## src/sv/odlt_pkg.sv

```systemverilog
// Shared types and constants for the odometry distance and lap tracker.
// Used by odlt_dist, the top level and the checker; no dependencies.
`timescale 1ns / 1ps

package odlt_pkg;

  localparam int POS_W     = 32;              // position field width
  localparam int STEP_W    = 32;              // step length width
  localparam int SUM_W     = 48;              // travel total width
  localparam int LAP_W     = 16;              // lap counter width
  localparam int MODE_W    = 2;
  localparam int CFG_IDX_W = 2;
  localparam int CFG_W     = 32;
  localparam int CNT_W     = $clog2(POS_W);   // serial step counter

  localparam logic [MODE_W-1:0] MODE_POS   = 2'd0;
  localparam logic [MODE_W-1:0] MODE_TICK  = 2'd1;
  localparam logic [MODE_W-1:0] MODE_START = 2'd2;

  localparam logic [CFG_IDX_W-1:0] CFG_LAP_GOAL     = 2'd0;
  localparam logic [CFG_IDX_W-1:0] CFG_NEAR_RADIUS  = 2'd1;
  localparam logic [CFG_IDX_W-1:0] CFG_LEAVE_RADIUS = 2'd2;

  typedef struct packed {
    logic [MODE_W-1:0]       mode;
    logic signed [POS_W-1:0] pos_x;
    logic signed [POS_W-1:0] pos_y;
  } in_item_t;

  typedef struct packed {
    logic                    checkpoint_taken;
    logic signed [POS_W-1:0] checkpoint_x;
    logic signed [POS_W-1:0] checkpoint_y;
    logic [STEP_W-1:0]       step_length;
    logic [SUM_W-1:0]        distance_total;
    logic [LAP_W-1:0]        laps_done;
    logic                    near_start;
    logic                    finished;
  } out_item_t;

  // Distance result: ovf if span overflows POS_W bits or a leg is all ones.
  typedef struct packed {
    logic             ovf;
    logic [POS_W-1:0] span;
  } dist_res_t;

endpackage

```

## src/sv/odlt_dist.sv

```systemverilog
// Bit-serial Euclidean distance: floor(sqrt(dx^2 + dy^2)) between two points.
// Shift-add squaring then restoring square root, one bit/digit per cycle.
// Depends on odlt_pkg.
`timescale 1ns / 1ps

module odlt_dist (
  input  logic                             clk,
  input  logic                             rst_n,
  input  logic                             start,
  input  logic signed [odlt_pkg::POS_W-1:0] ax,
  input  logic signed [odlt_pkg::POS_W-1:0] ay,
  input  logic signed [odlt_pkg::POS_W-1:0] bx,
  input  logic signed [odlt_pkg::POS_W-1:0] by,
  output logic                             done,
  output odlt_pkg::dist_res_t              res
);
  import odlt_pkg::*;

  typedef enum logic [1:0] {U_IDLE, U_MUL, U_SQRT} ustate_t;

  ustate_t              state_r, state_nxt;
  logic [CNT_W-1:0]     cnt_r, cnt_nxt;
  logic                 done_r, done_nxt;
  logic                 ovf_r, ovf_nxt;
  logic [POS_W-1:0]     dx_r, dx_nxt, dy_r, dy_nxt;
  logic [POS_W-1:0]     mx_r, mx_nxt, my_r, my_nxt;
  logic [POS_W+1:0]     hi_r, hi_nxt;
  logic [POS_W-1:0]     lo_r, lo_nxt;
  logic [2*POS_W-1:0]   rad_r, rad_nxt;
  logic [POS_W+1:0]     rem_r, rem_nxt;
  logic [POS_W-1:0]     root_r, root_nxt;

  logic signed [POS_W:0] diff_x, diff_y;
  logic [POS_W:0]        abs_x, abs_y;
  logic [POS_W+2:0]      mul_sum;
  logic [POS_W+3:0]      rem_sh, trial, rem_sub;
  logic                  last;

  always_comb begin
    diff_x = {ax[POS_W-1], ax} - {bx[POS_W-1], bx};
    diff_y = {ay[POS_W-1], ay} - {by[POS_W-1], by};
    abs_x  = diff_x[POS_W] ? -diff_x : diff_x;
    abs_y  = diff_y[POS_W] ? -diff_y : diff_y;
    abs_x  = {1'b0, abs_x[POS_W-1:0]};
    abs_y  = {1'b0, abs_y[POS_W-1:0]};

    mul_sum = {1'b0, hi_r}
            + {3'b000, (mx_r[0] ? dx_r : {POS_W{1'b0}})}
            + {3'b000, (my_r[0] ? dy_r : {POS_W{1'b0}})};

    rem_sh  = {rem_r, rad_r[2*POS_W-1 -: 2]};
    trial   = {2'b00, root_r, 2'b01};
    rem_sub = rem_sh - trial;
    last    = (cnt_r == CNT_W'(POS_W - 1));

    state_nxt = state_r;
    cnt_nxt   = cnt_r;
    done_nxt  = 1'b0;
    ovf_nxt   = ovf_r;
    dx_nxt    = dx_r;
    dy_nxt    = dy_r;
    mx_nxt    = mx_r;
    my_nxt    = my_r;
    hi_nxt    = hi_r;
    lo_nxt    = lo_r;
    rad_nxt   = rad_r;
    rem_nxt   = rem_r;
    root_nxt  = root_r;

    case (state_r)
      U_IDLE: begin
        if (start) begin
          dx_nxt    = abs_x[POS_W-1:0];
          dy_nxt    = abs_y[POS_W-1:0];
          mx_nxt    = abs_x[POS_W-1:0];
          my_nxt    = abs_y[POS_W-1:0];
          // a leg of all ones is already out of range
          ovf_nxt   = (&abs_x[POS_W-1:0]) | (&abs_y[POS_W-1:0]);
          hi_nxt    = '0;
          lo_nxt    = '0;
          cnt_nxt   = '0;
          state_nxt = U_MUL;
        end
      end
      U_MUL: begin
        hi_nxt  = mul_sum[POS_W+2:1];
        lo_nxt  = {mul_sum[0], lo_r[POS_W-1:1]};
        mx_nxt  = mx_r >> 1;
        my_nxt  = my_r >> 1;
        cnt_nxt = cnt_r + 1'b1;
        if (last) begin
          rad_nxt   = {hi_nxt[POS_W-1:0], lo_nxt};
          ovf_nxt   = ovf_r | (|hi_nxt[POS_W+1:POS_W]);
          rem_nxt   = '0;
          root_nxt  = '0;
          cnt_nxt   = '0;
          state_nxt = U_SQRT;
        end
      end
      U_SQRT: begin
        rad_nxt = rad_r << 2;
        cnt_nxt = cnt_r + 1'b1;
        if (rem_sh >= trial) begin
          rem_nxt  = rem_sub[POS_W+1:0];
          root_nxt = {root_r[POS_W-2:0], 1'b1};
        end else begin
          rem_nxt  = rem_sh[POS_W+1:0];
          root_nxt = {root_r[POS_W-2:0], 1'b0};
        end
        if (last) begin
          done_nxt  = 1'b1;
          state_nxt = U_IDLE;
        end
      end
      default: state_nxt = U_IDLE;
    endcase
  end

  always_ff @(posedge clk) begin
    if (!rst_n) begin
      state_r <= U_IDLE;
      done_r  <= 1'b0;
    end else begin
      state_r <= state_nxt;
      done_r  <= done_nxt;
    end
    cnt_r  <= cnt_nxt;
    ovf_r  <= ovf_nxt;
    dx_r   <= dx_nxt;
    dy_r   <= dy_nxt;
    mx_r   <= mx_nxt;
    my_r   <= my_nxt;
    hi_r   <= hi_nxt;
    lo_r   <= lo_nxt;
    rad_r  <= rad_nxt;
    rem_r  <= rem_nxt;
    root_r <= root_nxt;
  end

  assign done     = done_r;
  assign res.ovf  = ovf_r;
  assign res.span = root_r;

endmodule

```

## src/sv/odometry_distance_lap_tracker_top.sv

```systemverilog
// Top level of the odometry distance and lap tracker.
// Depends on odlt_pkg and odlt_dist.
`timescale 1ns / 1ps

// Takes position updates, checkpoint ticks and start commands, one result per
// transaction. Position updates, start commands and ticks that take no
// distance pass through the execute and result states to the output register;
// a tick that measures a step also waits for the two bit-serial distance units
// (shift-add squaring, then restoring square root; step and distance-to-start
// run side by side). One transaction is in work at a time; a new one is
// accepted while the previous result waits in the output register. Distances
// are floor(sqrt(dx^2+dy^2)) in raw position units; the travel total and lap
// count saturate. Config writes are expected only while the block is idle.
module odometry_distance_lap_tracker_top #(
  parameter int FRAC_BITS = 16
) (
  input  logic                            clk,
  input  logic                            rst_n,
  input  logic                            in_valid,
  output logic                            in_ready,
  input  odlt_pkg::in_item_t              in_data,
  output logic                            out_valid,
  input  logic                            out_ready,
  output odlt_pkg::out_item_t             out_data,
  input  logic                            cfg_we,
  input  logic [odlt_pkg::CFG_IDX_W-1:0]  cfg_index,
  input  logic [odlt_pkg::CFG_W-1:0]      cfg_data
);
  import odlt_pkg::*;

  localparam logic [STEP_W-1:0] NEAR_RESET  =
    STEP_W'(((64'd1 << FRAC_BITS) + 64'd5) / 64'd10);
  localparam logic [STEP_W-1:0] LEAVE_RESET =
    STEP_W'(((64'd3 << FRAC_BITS) + 64'd5) / 64'd10);

  typedef enum logic [1:0] {ST_IDLE, ST_EXEC, ST_DIST, ST_RESULT} state_t;

  state_t                  state_r, state_nxt;
  in_item_t                item_r, item_nxt;
  logic [LAP_W-1:0]        lap_goal_r, lap_goal_nxt;
  logic [STEP_W-1:0]       near_radius_r, near_radius_nxt;
  logic [STEP_W-1:0]       leave_radius_r, leave_radius_nxt;
  logic                    have_pos_r, have_pos_nxt;
  logic                    have_start_r, have_start_nxt;
  logic                    near_r, near_nxt;
  logic signed [POS_W-1:0] cur_x_r, cur_x_nxt, cur_y_r, cur_y_nxt;
  logic signed [POS_W-1:0] start_x_r, start_x_nxt, start_y_r, start_y_nxt;
  logic signed [POS_W-1:0] prev_x_r, prev_x_nxt, prev_y_r, prev_y_nxt;
  logic [SUM_W-1:0]        travel_r, travel_nxt;
  logic [LAP_W-1:0]        laps_r, laps_nxt;
  logic                    out_valid_r, out_valid_nxt;
  out_item_t               out_data_r, out_data_nxt;

  logic        dist_start, step_done, home_done;
  dist_res_t   step_res, home_res;
  logic        tick_ok, slot_free;
  logic [STEP_W-1:0] step_len;
  logic [SUM_W:0]    travel_add;
  logic        home_near, home_far;

  odlt_dist u_step (
    .clk   (clk),
    .rst_n (rst_n),
    .start (dist_start),
    .ax    (prev_x_r),
    .ay    (prev_y_r),
    .bx    (cur_x_r),
    .by    (cur_y_r),
    .done  (step_done),
    .res   (step_res)
  );

  odlt_dist u_home (
    .clk   (clk),
    .rst_n (rst_n),
    .start (dist_start),
    .ax    (start_x_r),
    .ay    (start_y_r),
    .bx    (cur_x_r),
    .by    (cur_y_r),
    .done  (home_done),
    .res   (home_res)
  );

  always_comb begin
    tick_ok    = (item_r.mode == MODE_TICK) && (laps_r != lap_goal_r) && have_pos_r;
    dist_start = (state_r == ST_EXEC) && tick_ok && have_start_r;
    slot_free  = !out_valid_r || out_ready;

    step_len   = step_res.ovf ? {STEP_W{1'b1}} : step_res.span;
    travel_add = {1'b0, travel_r} + {{(SUM_W + 1 - STEP_W){1'b0}}, step_len};
    // an out-of-range distance lies beyond every radius
    home_near  = !home_res.ovf && (home_res.span <= near_radius_r);
    home_far   = home_res.ovf || (home_res.span > leave_radius_r);

    state_nxt        = state_r;
    item_nxt         = item_r;
    lap_goal_nxt     = lap_goal_r;
    near_radius_nxt  = near_radius_r;
    leave_radius_nxt = leave_radius_r;
    have_pos_nxt     = have_pos_r;
    have_start_nxt   = have_start_r;
    near_nxt         = near_r;
    cur_x_nxt        = cur_x_r;
    cur_y_nxt        = cur_y_r;
    start_x_nxt      = start_x_r;
    start_y_nxt      = start_y_r;
    prev_x_nxt       = prev_x_r;
    prev_y_nxt       = prev_y_r;
    travel_nxt       = travel_r;
    laps_nxt         = laps_r;
    out_valid_nxt    = out_valid_r && !out_ready;
    out_data_nxt     = out_data_r;

    if (cfg_we) begin
      case (cfg_index)
        CFG_LAP_GOAL:     lap_goal_nxt     = cfg_data[LAP_W-1:0];
        CFG_NEAR_RADIUS:  near_radius_nxt  = cfg_data[STEP_W-1:0];
        CFG_LEAVE_RADIUS: leave_radius_nxt = cfg_data[STEP_W-1:0];
        default: ;
      endcase
    end

    case (state_r)
      ST_IDLE: begin
        if (in_valid) begin
          item_nxt  = in_data;
          state_nxt = ST_EXEC;
        end
      end
      ST_EXEC: state_nxt = dist_start ? ST_DIST : ST_RESULT;
      ST_DIST: begin
        if (step_done && home_done) state_nxt = ST_RESULT;
      end
      ST_RESULT: begin
        if (slot_free) begin
          out_data_nxt = '0;
          case (item_r.mode)
            MODE_POS: begin
              cur_x_nxt    = item_r.pos_x;
              cur_y_nxt    = item_r.pos_y;
              have_pos_nxt = 1'b1;
            end
            MODE_START: begin
              have_pos_nxt   = 1'b0;
              have_start_nxt = 1'b0;
              near_nxt       = 1'b0;
              travel_nxt     = '0;
              laps_nxt       = '0;
            end
            MODE_TICK: begin
              if (tick_ok) begin
                out_data_nxt.checkpoint_taken = 1'b1;
                out_data_nxt.checkpoint_x     = cur_x_r;
                out_data_nxt.checkpoint_y     = cur_y_r;
                prev_x_nxt = cur_x_r;
                prev_y_nxt = cur_y_r;
                if (!have_start_r) begin
                  start_x_nxt    = cur_x_r;
                  start_y_nxt    = cur_y_r;
                  have_start_nxt = 1'b1;
                end else begin
                  out_data_nxt.step_length = step_len;
                  travel_nxt = travel_add[SUM_W] ? {SUM_W{1'b1}} : travel_add[SUM_W-1:0];
                  if (!near_r && home_near) begin
                    if (laps_r != {LAP_W{1'b1}}) laps_nxt = laps_r + 1'b1;
                    near_nxt = 1'b1;
                  end else if (near_r && home_far) begin
                    near_nxt = 1'b0;
                  end
                end
              end
            end
            default: ;
          endcase
          out_data_nxt.distance_total = travel_nxt;
          out_data_nxt.laps_done      = laps_nxt;
          out_data_nxt.near_start     = near_nxt;
          out_data_nxt.finished       = (laps_nxt == lap_goal_r);
          out_valid_nxt = 1'b1;
          state_nxt     = ST_IDLE;
        end
      end
      default: state_nxt = ST_IDLE;
    endcase
  end

  always_ff @(posedge clk) begin
    if (!rst_n) begin
      state_r        <= ST_IDLE;
      lap_goal_r     <= '0;
      near_radius_r  <= NEAR_RESET;
      leave_radius_r <= LEAVE_RESET;
      have_pos_r     <= 1'b0;
      have_start_r   <= 1'b0;
      near_r         <= 1'b0;
      travel_r       <= '0;
      laps_r         <= '0;
      out_valid_r    <= 1'b0;
    end else begin
      state_r        <= state_nxt;
      lap_goal_r     <= lap_goal_nxt;
      near_radius_r  <= near_radius_nxt;
      leave_radius_r <= leave_radius_nxt;
      have_pos_r     <= have_pos_nxt;
      have_start_r   <= have_start_nxt;
      near_r         <= near_nxt;
      travel_r       <= travel_nxt;
      laps_r         <= laps_nxt;
      out_valid_r    <= out_valid_nxt;
    end
    item_r     <= item_nxt;
    cur_x_r    <= cur_x_nxt;
    cur_y_r    <= cur_y_nxt;
    start_x_r  <= start_x_nxt;
    start_y_r  <= start_y_nxt;
    prev_x_r   <= prev_x_nxt;
    prev_y_r   <= prev_y_nxt;
    out_data_r <= out_data_nxt;
  end

  assign in_ready  = (state_r == ST_IDLE);
  assign out_valid = out_valid_r;
  assign out_data  = out_data_r;

endmodule

```

## config.mk

```make
export PLATFORM = sky130hd
export DESIGN_NAME = odometry_distance_lap_tracker_top
export DESIGN_NICKNAME = d
export VERILOG_FILES = /design/src/sv/odlt_pkg.sv /design/src/sv/odlt_dist.sv /design/src/sv/odometry_distance_lap_tracker_top.sv
export SDC_FILE = /design/constraint.sdc
export NUM_CORES = 2
export LEC_CHECK = 0
export ABC_CLOCK_PERIOD_IN_PS = 14800
export BUFFER_PORTS_ARGS = -buffer_cell sky130_fd_sc_hd__buf_2
export CAP_MARGIN = 10
export CELL_PAD_IN_SITES_DETAIL_PLACEMENT = 1
export CELL_PAD_IN_SITES_GLOBAL_PLACEMENT = 1
export CORE_ASPECT_RATIO = 1.2
export CORE_MARGIN = 5
export CORE_UTILIZATION = 50
export CTS_CLUSTER_DIAMETER = 100
export DETAILED_ROUTE_END_ITERATION = 6
export GPL_TIMING_DRIVEN = 0
export PLACE_DENSITY_LB_ADDON = 0.1
export SYNTH_ARGS = -nofsm -noshare
export SYNTH_HDL_FRONTEND = slang
export SYNTH_SLANG_ARGS = --single-unit
export TNS_END_PERCENT = 5
```

## constraint.sdc

```tcl
create_clock -name clk -period 14.8 [get_ports clk]
set_input_delay 3.7 -clock clk [delete_from_list [all_inputs] [get_ports clk]]
set_output_delay 3.7 -clock clk [all_outputs]
set_load 0.01 [all_outputs]
```

### Yosys cells after proc, flatten, opt, wreduce, memory -nomap -nowiden

Index checks and enable logic that the tools add are counted.

| word-level totals | value |
|---|---|
| bits in registers | 1237 |
| latch bits | 0 |
| RAM bits | 0 |
| ROM bits | 0 |
| input port bits | 105 |
| output and inout bits | 165 |
| word-level logic and storage cells | 254 |
| memories | 0 |

| cells by class | value |
|---|---|
| add/subtract/negate cells | 18 |
| multiply operators | 0 |
| divide/modulo/power cells | 0 |
| $lt $le $gt $ge | 4 |
| equal/unequal tests | 26 |
| shift operators | 0 |
| muxes and demuxes | 87 |
| bitwise gates (word level) | 5 |
| reductions and logical operators | 61 |

Operator list:

| cell | number |
|---|---|
| two-way mux 32 bit | 17 |
| one-hot mux 32 bit (2 select lines) | 8 |
| one-hot mux 34 bit (2 select lines) | 4 |
| one-hot mux 64 bit (2 select lines) | 2 |
| two-way mux 34 bit | 5 |
| two-way mux 48 bit | 3 |
| subtractor 32 x 32 -> 33 bit | 4 |
| two-way mux 64 bit | 2 |
| negation 32 bit | 4 |
| AND reduction 32 bit | 4 |
| two-way mux 97 bit | 1 |
| two-way mux 16 bit | 6 |
| one-hot mux 48 bit (2 select lines) | 1 |
| >= comparator 36 x 34 -> 1 bit | 2 |
| adder 34 x 32 -> 35 bit | 2 |
| adder 35 x 32 -> 35 bit | 2 |
| subtractor 34 bit | 2 |
| adder 48 x 32 -> 49 bit | 1 |
| greater-than comparator 32 bit | 1 |
| less-or-equal comparator 32 bit | 1 |
| one-hot mux 16 bit (2 select lines) | 1 |
| AND reduction 2 bit | 16 |
| one-hot mux 5 bit (3 select lines) | 2 |
| AND reduction 3 bit | 8 |
| 27 further kinds | 102 |

### Logic depth before layout (Yosys ltp)

| depth | value |
|---|---|
| depth in word-level cells | 10 |
| mapped depth | 20 |
| gate-level depth less buffers | 19 |

### Cells and area by module

Synthesis repeated with hierarchy kept, for this count alone.

| second synthesis, totals | value |
|---|---|
| cells, all modules | 6585 |
| area total of the unflattened synthesis | 71189.5 µm² |

Modules (own cells, without submodules):

| module | times used | cells an instance | area an instance (µm²) | seq. area each (µm²) |
|---|---|---|---|---|
| odometry_distance_lap_tracker_top | 1 | 2083 | 25017.7 | 15645.0 |
| odlt_dist at u_home | 1 | 2242 | 23105.9 | 9939.5 |
| odlt_dist at u_step | 1 | 2260 | 23065.9 | 9939.5 |

### Least setup slack after synthesis

OpenSTA, ideal clock, no wires.

| timing | value |
|---|---|
| path kind | reg2reg |
| from | register u_step.state_r[1] |
| to | register u_step.ovf_r (enable) |
| setup time | 0.325 ns |
| data arrival time | 10.897 ns |
| setup slack | 3.578 ns |
| cell stages (with the launch flop) | 8 |
| buffers on the path | 2 |
| clock period less this slack | 11.222 ns |
| cells stage by stage | dfxtp_1 > inv_1 > ha_1 > clkbuf_1 > clkinv_1 > clkbuf_1 > o21ai_0 > nor2b_1 |

| on the way | value |
|---|---|
| cells in the longest elaborated chain, start to end | 3 |
| elaborated cells on any way between the ends | 6 |
| those cells by class | 3 x eq/ne; 3 x reduce/logical |

Ends and longest elaborated chain:

| item | line | text |
|---|---|---|
| start: declaration | odlt_dist.sv:21 | `ustate_t state_r, state_nxt;` |
| start signal: assignment | odlt_dist.sv:124 | `state_r <= state_nxt;` |
| == test 2 x 1 -> 1 bit / zero test 2 bit (equally long branches) | odlt_dist.sv:70 | `case (state_r)` |
| != test 2 x 1 -> 1 bit (no line), or another cell as far along | -- |  |
| AND reduction 3 bit (no line) (*) | -- |  |
| end signal: assignment | odlt_dist.sv:128 | `ovf_r <= ovf_nxt;` |
| end: declaration | odlt_dist.sv:24 | `logic ovf_r, ovf_nxt;` |

Every way passes the cells marked *; elsewhere a longest branch is shown, timed or not.
A chain may end at the register's enable or synchronous reset.

### Final worst setup path

| timing | value |
|---|---|
| from | register u_step.my_r[0] |
| to | register u_step.ovf_r (data pin) |

| on the way | value |
|---|---|
| cells in the longest elaborated chain, start to end | 6 |

Ends and longest elaborated chain:

| item | line | text |
|---|---|---|
| start: declaration | odlt_dist.sv:26 | `logic [POS_W-1:0] mx_r, mx_nxt, my_r, my_nxt;` |
| start signal: assignment | odlt_dist.sv:132 | `my_r <= my_nxt;` |
| two-way mux 32 bit | odlt_dist.sv:49 | `+ {3'b000, (my_r[0] ? dy_r : {POS_W{1'b0}})};` |
| adder 35 x 32 -> 35 bit | odlt_dist.sv:49 |  |
| OR reduction 2 bit | odlt_dist.sv:93 | `ovf_nxt = ovf_r \| (\|hi_nxt[POS_W+1:POS_W]);` |
| bitwise OR 1 bit | odlt_dist.sv:93 |  |
| two-way mux 1 bit | odlt_dist.sv:91 | `if (last) begin` |
| one-hot mux 1 bit (2 select lines) | odlt_dist.sv:70 |  |
| net u_step.ovf_nxt | odlt_dist.sv:24 |  |

The timed path passes the listed nets, and every way through them passes these cells. The select of a mux whose other input is x is not followed.

==> tab_implementation.tex <==
\begin{tabular}{lr}
\hline
Metric & Value \\
\hline
\multicolumn{2}{l}{\textbf{Run status}} \\
Status & finished clean \\
\multicolumn{2}{l}{\textbf{Clocking}} \\
Postcts setup bufs & 0 \\
TritonCTS clock tree & built \\
Clock tree root buffer cell & clkbuf\_16 \\
Number of clock buffers inserted by TritonCTS & between 100 and 150 \\
Clk\_lat worst skew & 810 ps \\
Hold-fix buffers at CTS & 0 \\
Level count of the clock H-tree & 4 \\
Largest buffer count on any clock path & 3 \\
TritonCTS Sinks & 1235 \\
Number of gates resized after CTS & 0 \\
Clock edge transition at the registers on the reported setup and hold paths & 60 ps \\
\multicolumn{2}{l}{\textbf{Global routing}} \\
Vias in the first global route & 58100 \\
GRT Total Usage & between 20\% and 30\% \\
Pin count of the biggest net entering global routing & between 100 and 150 \\
Antenna violations before repair & 8 \\
First-pass GRT wire length & between 300000 and 400000 um \\
Total congestion overflow after global routing & 0 \\
\multicolumn{2}{l}{\textbf{Synth}} \\
Cell type with the largest total area after synthesis & edfxtp\_1 \\
Post-synth top cells & edfxtp\_1, nand2\_1, inv\_1 \\
Seq cells post-synth & 1235 \\
Cell types with the largest area share after synthesis & edfxtp\_1, ha\_1, dfxtp\_1 \\
Number of synthesized flops with an enable pin & 1079 \\
Count of distinct cell types in the synthesized netlist & 108 \\
Cell Area, Synth & roughly 0.072 mm\^{}2 \\
Portion of the post-synthesis area used by sequential elements & between 40\% and 50\% \\
Dominant cell by count in the synthesized netlist & edfxtp\_1 \\
Instance count of the mapped netlist & slightly below 7000 \\
Asr flop ratio synth & 0\% \\
Warnings, synthesis & 0 \\
Share of the synthesized area in the top cell type & approximately 45\% \\
Average footprint of a synthesized cell & around 10 um\^{}2 \\
Syn Nets & between 7000 and 8000 \\
Main synth FF type & edfxtp\_1 \\
\multicolumn{2}{l}{\textbf{Place}} \\
IO buf count & 268 \\
Routability Congestion & 0.899 \\
Area after detailed placement & 0.0766 mm\^{}2 \\
HPWL after DPL & 163000 um \\
\multicolumn{2}{l}{\textbf{Detailed routing}} \\
Post-detailed-route via-to-cell ratio & around 5.9 \\
Detailed router's first-iteration violation count & 3604 \\
Wire length the detailed router placed on met1 & between 90000 and 100000 um \\
Antenna violation net count after detailed routing & 0 \\
Vias post-DR & 55400 \\
Top routing layer in use & met4 \\
Met3 wire length & around 11000 um \\
Total routed wirelength & approximately 210000 um \\
Routed wire per std cell & 23.0 um \\
Met2 Routed Length & between 100000 and 150000 um \\
DRC errors left & 0 \\
First-pass iteration count of the detailed router & 6 \\
\multicolumn{2}{l}{\textbf{Floorplanning}} \\
Std-Cell Rows & roughly 150 \\
Y dimension of the die & roughly 430 um \\
IO Count & 270 \\
Die ar. & about 0.15 mm\^{}2 \\
Floorplan core area & 0.143 mm\^{}2 \\
Floorplan die width & 357 um \\
Initial core utilization & between 50\% and 60\% \\
\multicolumn{2}{l}{\textbf{Finish}} \\
Final \#Nets & 7874 \\
Post-Layout Inst Area & 0.0810 mm\^{}2 \\
Ratio of cells with drive above 1 in the final layout & between 10 and 15\% \\
Layout Area Growth over Synthesis & 12.2\% \\
\multicolumn{2}{l}{\textbf{Setup path}} \\
Capturing element type of the critical path & flip-flop \\
Peak fanout along the critical path & 10 \\
Critical path class & reg2reg \\
Required time at the worst-slack endpoint & 15330 ps \\
Arr. time, crit path & about 7200 ps \\
Element type at the critical path start & flip-flop \\
Path depth of the worst reg2reg path & 18 \\
\multicolumn{2}{l}{\textbf{Timing}} \\
Setup Skew & around 27 ps \\
Fmax achieved & between 0.1 and 0.15 GHz \\
Setup Viol. Count Final & 0 \\
Sum of negative setup slack & 0 ps \\
Min Hold Slack & slightly above 400 ps \\
Hold Vio Cnt, Final & 0 \\
Worst slew margin relative to its limit & 16.7\% \\
Setup repair after global routing missed its margin & no \\
Tightest Pin Transition & 1220 ps \\
Total count of max-transition violations in the final report & 0 \\
Minimum clock period & about 6700 ps \\
Share of the clock period used by the worst path & 45.2\% \\
\multicolumn{2}{l}{\textbf{Min path}} \\
Worst min-delay path class & reg2reg \\
Worst Hold Path Cells & 0 \\
\multicolumn{2}{l}{\textbf{Pwr}} \\
Reported leakage power & 31.4 nW \\
Power density normalized to cell area & $\sim$99 mW/mm\^{}2 \\
VDD IR max & about 0.13 mV \\
\multicolumn{2}{l}{\textbf{Run}} \\
Reported max-cap violation count & 0 \\
\hline
\end{tabular}
-- per-stage QoR --
step,utilization [%],setup slack (ps),total power (W),instances
floorplan,-,3580,0.00438,6890
global placement,53.0,-1740,0.00462,9083
detailed placement,53.5,7970,0.00464,9109
global route,56.6,7810,0.00827,9355
finish,56.6,8110,0.00799,9357
CTS,56.6,8290,0.00805,9354
-- flip-flops by register name (all words and copies together), names as in the netlist, 34 cells and up --
register and count:
u_home.rem_r 34, out_data 163, u_home.rad_r 64, u_step.rad_r 64
u_step.hi_r 34, u_home.hi_r 34, u_step.rem_r 34, travel_r 48
item_r 66
-- worst paths after layout --
kind | slack, ps | endpoint | start
min reg2reg | 410 | cur_x_r[4] | item_r[36]
max | 8110 | u_step.ovf_r | u_step.my_r[0]
max reg2reg | 8110 | u_step.ovf_r | u_step.my_r[0]
min | 410 | cur_x_r[4] | item_r[36]
-- report_power, final --
group	internal [W]	switching, W	total, W	leakage (nW)
registers	0.00390	0.0000497	0.00395	10.8
logic	0.000192	0.000427	0.000619	18.4
clock network	0.00195	0.00147	0.00342	2.13
-- metal layers --
metal | up-vias | track usage, %
met5 | - | 0
met4 | 0 | 9.08
met3 | 342 | 4.13
met2 | 1364 | 48.9
met1 | 27900 | 35.0
li1 | 25900 | -
-- final cells by class --
cell class	count	area (um^2)
antenna	2	5.00
timing repair buffer	295	1940
tap	1925	2410
inverter	536	2010
clock buffer	166	3570
buffer	282	1100
clock inverter	79	820
multi-input combinational	4837	33600
fill	15600	62200
sequential	1235	35500
-- cells in the final DEF, fill, tap and decap left out, types with 67 or more instances in the layout --
| cell type | count |
|---|---|
| nor3_1 | 101 |
| nand2_1 | 679 |
| a211oi_1 | 67 |
| buf_2 | 285 |
| nand3_1 | 115 |
| mux2i_1 | 68 |
| nand4_1 | 86 |
| xnor2_1 | 217 |
| nor2b_1 | 88 |
| a31oi_1 | 70 |
| and3_1 | 110 |
| a21oi_1 | 383 |
| and2_1 | 231 |
| fa_1 | 71 |
| o21a_1 | 70 |
| dfxtp_1 | 156 |
| a21o_1 | 194 |
| o21ai_0 | 328 |
| mux2_2 | 168 |
| ha_1 | 378 |
| nor2_1 | 425 |
| inv_1 | 532 |
| xor2_1 | 121 |
| edfxtp_1 | 1079 |
| clkbuf_1 | 271 |
| clkbuf_16 | 137 |
| a21boi_0 | 98 |
-- kinds of logic (layout without fill, tap and decap cells) --
| logic type | after synthesis | in the layout | share of synthesized area [%] |
|---|---|---|---|
| simple gates | 2201 | 2201 | 15.4 |
| compound gates | 1610 | 1610 | 14.8 |
| xor+xnor | 340 | 340 | 4.16 |
| buf+inv | 818 | 1358 | 4.30 |
| flops | 1235 | 1235 | 49.2 |
| other cells | 0 | 2 | 0 |
| mux | 237 | 237 | 3.58 |
| fa+ha+maj | 449 | 449 | 8.52 |
-- critical path, cell delays in order, from the launching register on --
cell	delay [ps]
edfxtp_1	500
clkbuf_1	570
nand2_1	190
fa_1	610
inv_1	70
ha_1	310
a211oi_1	330
o211ai_1	200
a31o_2	260
a221o_1	360
a31oi_1	420
o21ai_0	290
o311ai_0	610
a31oi_1	320
o221ai_1	410
a21oi_1	310
and2_1	270
a41oi_2	260
nand2_1	130
(Power assumes the default switching activity.)
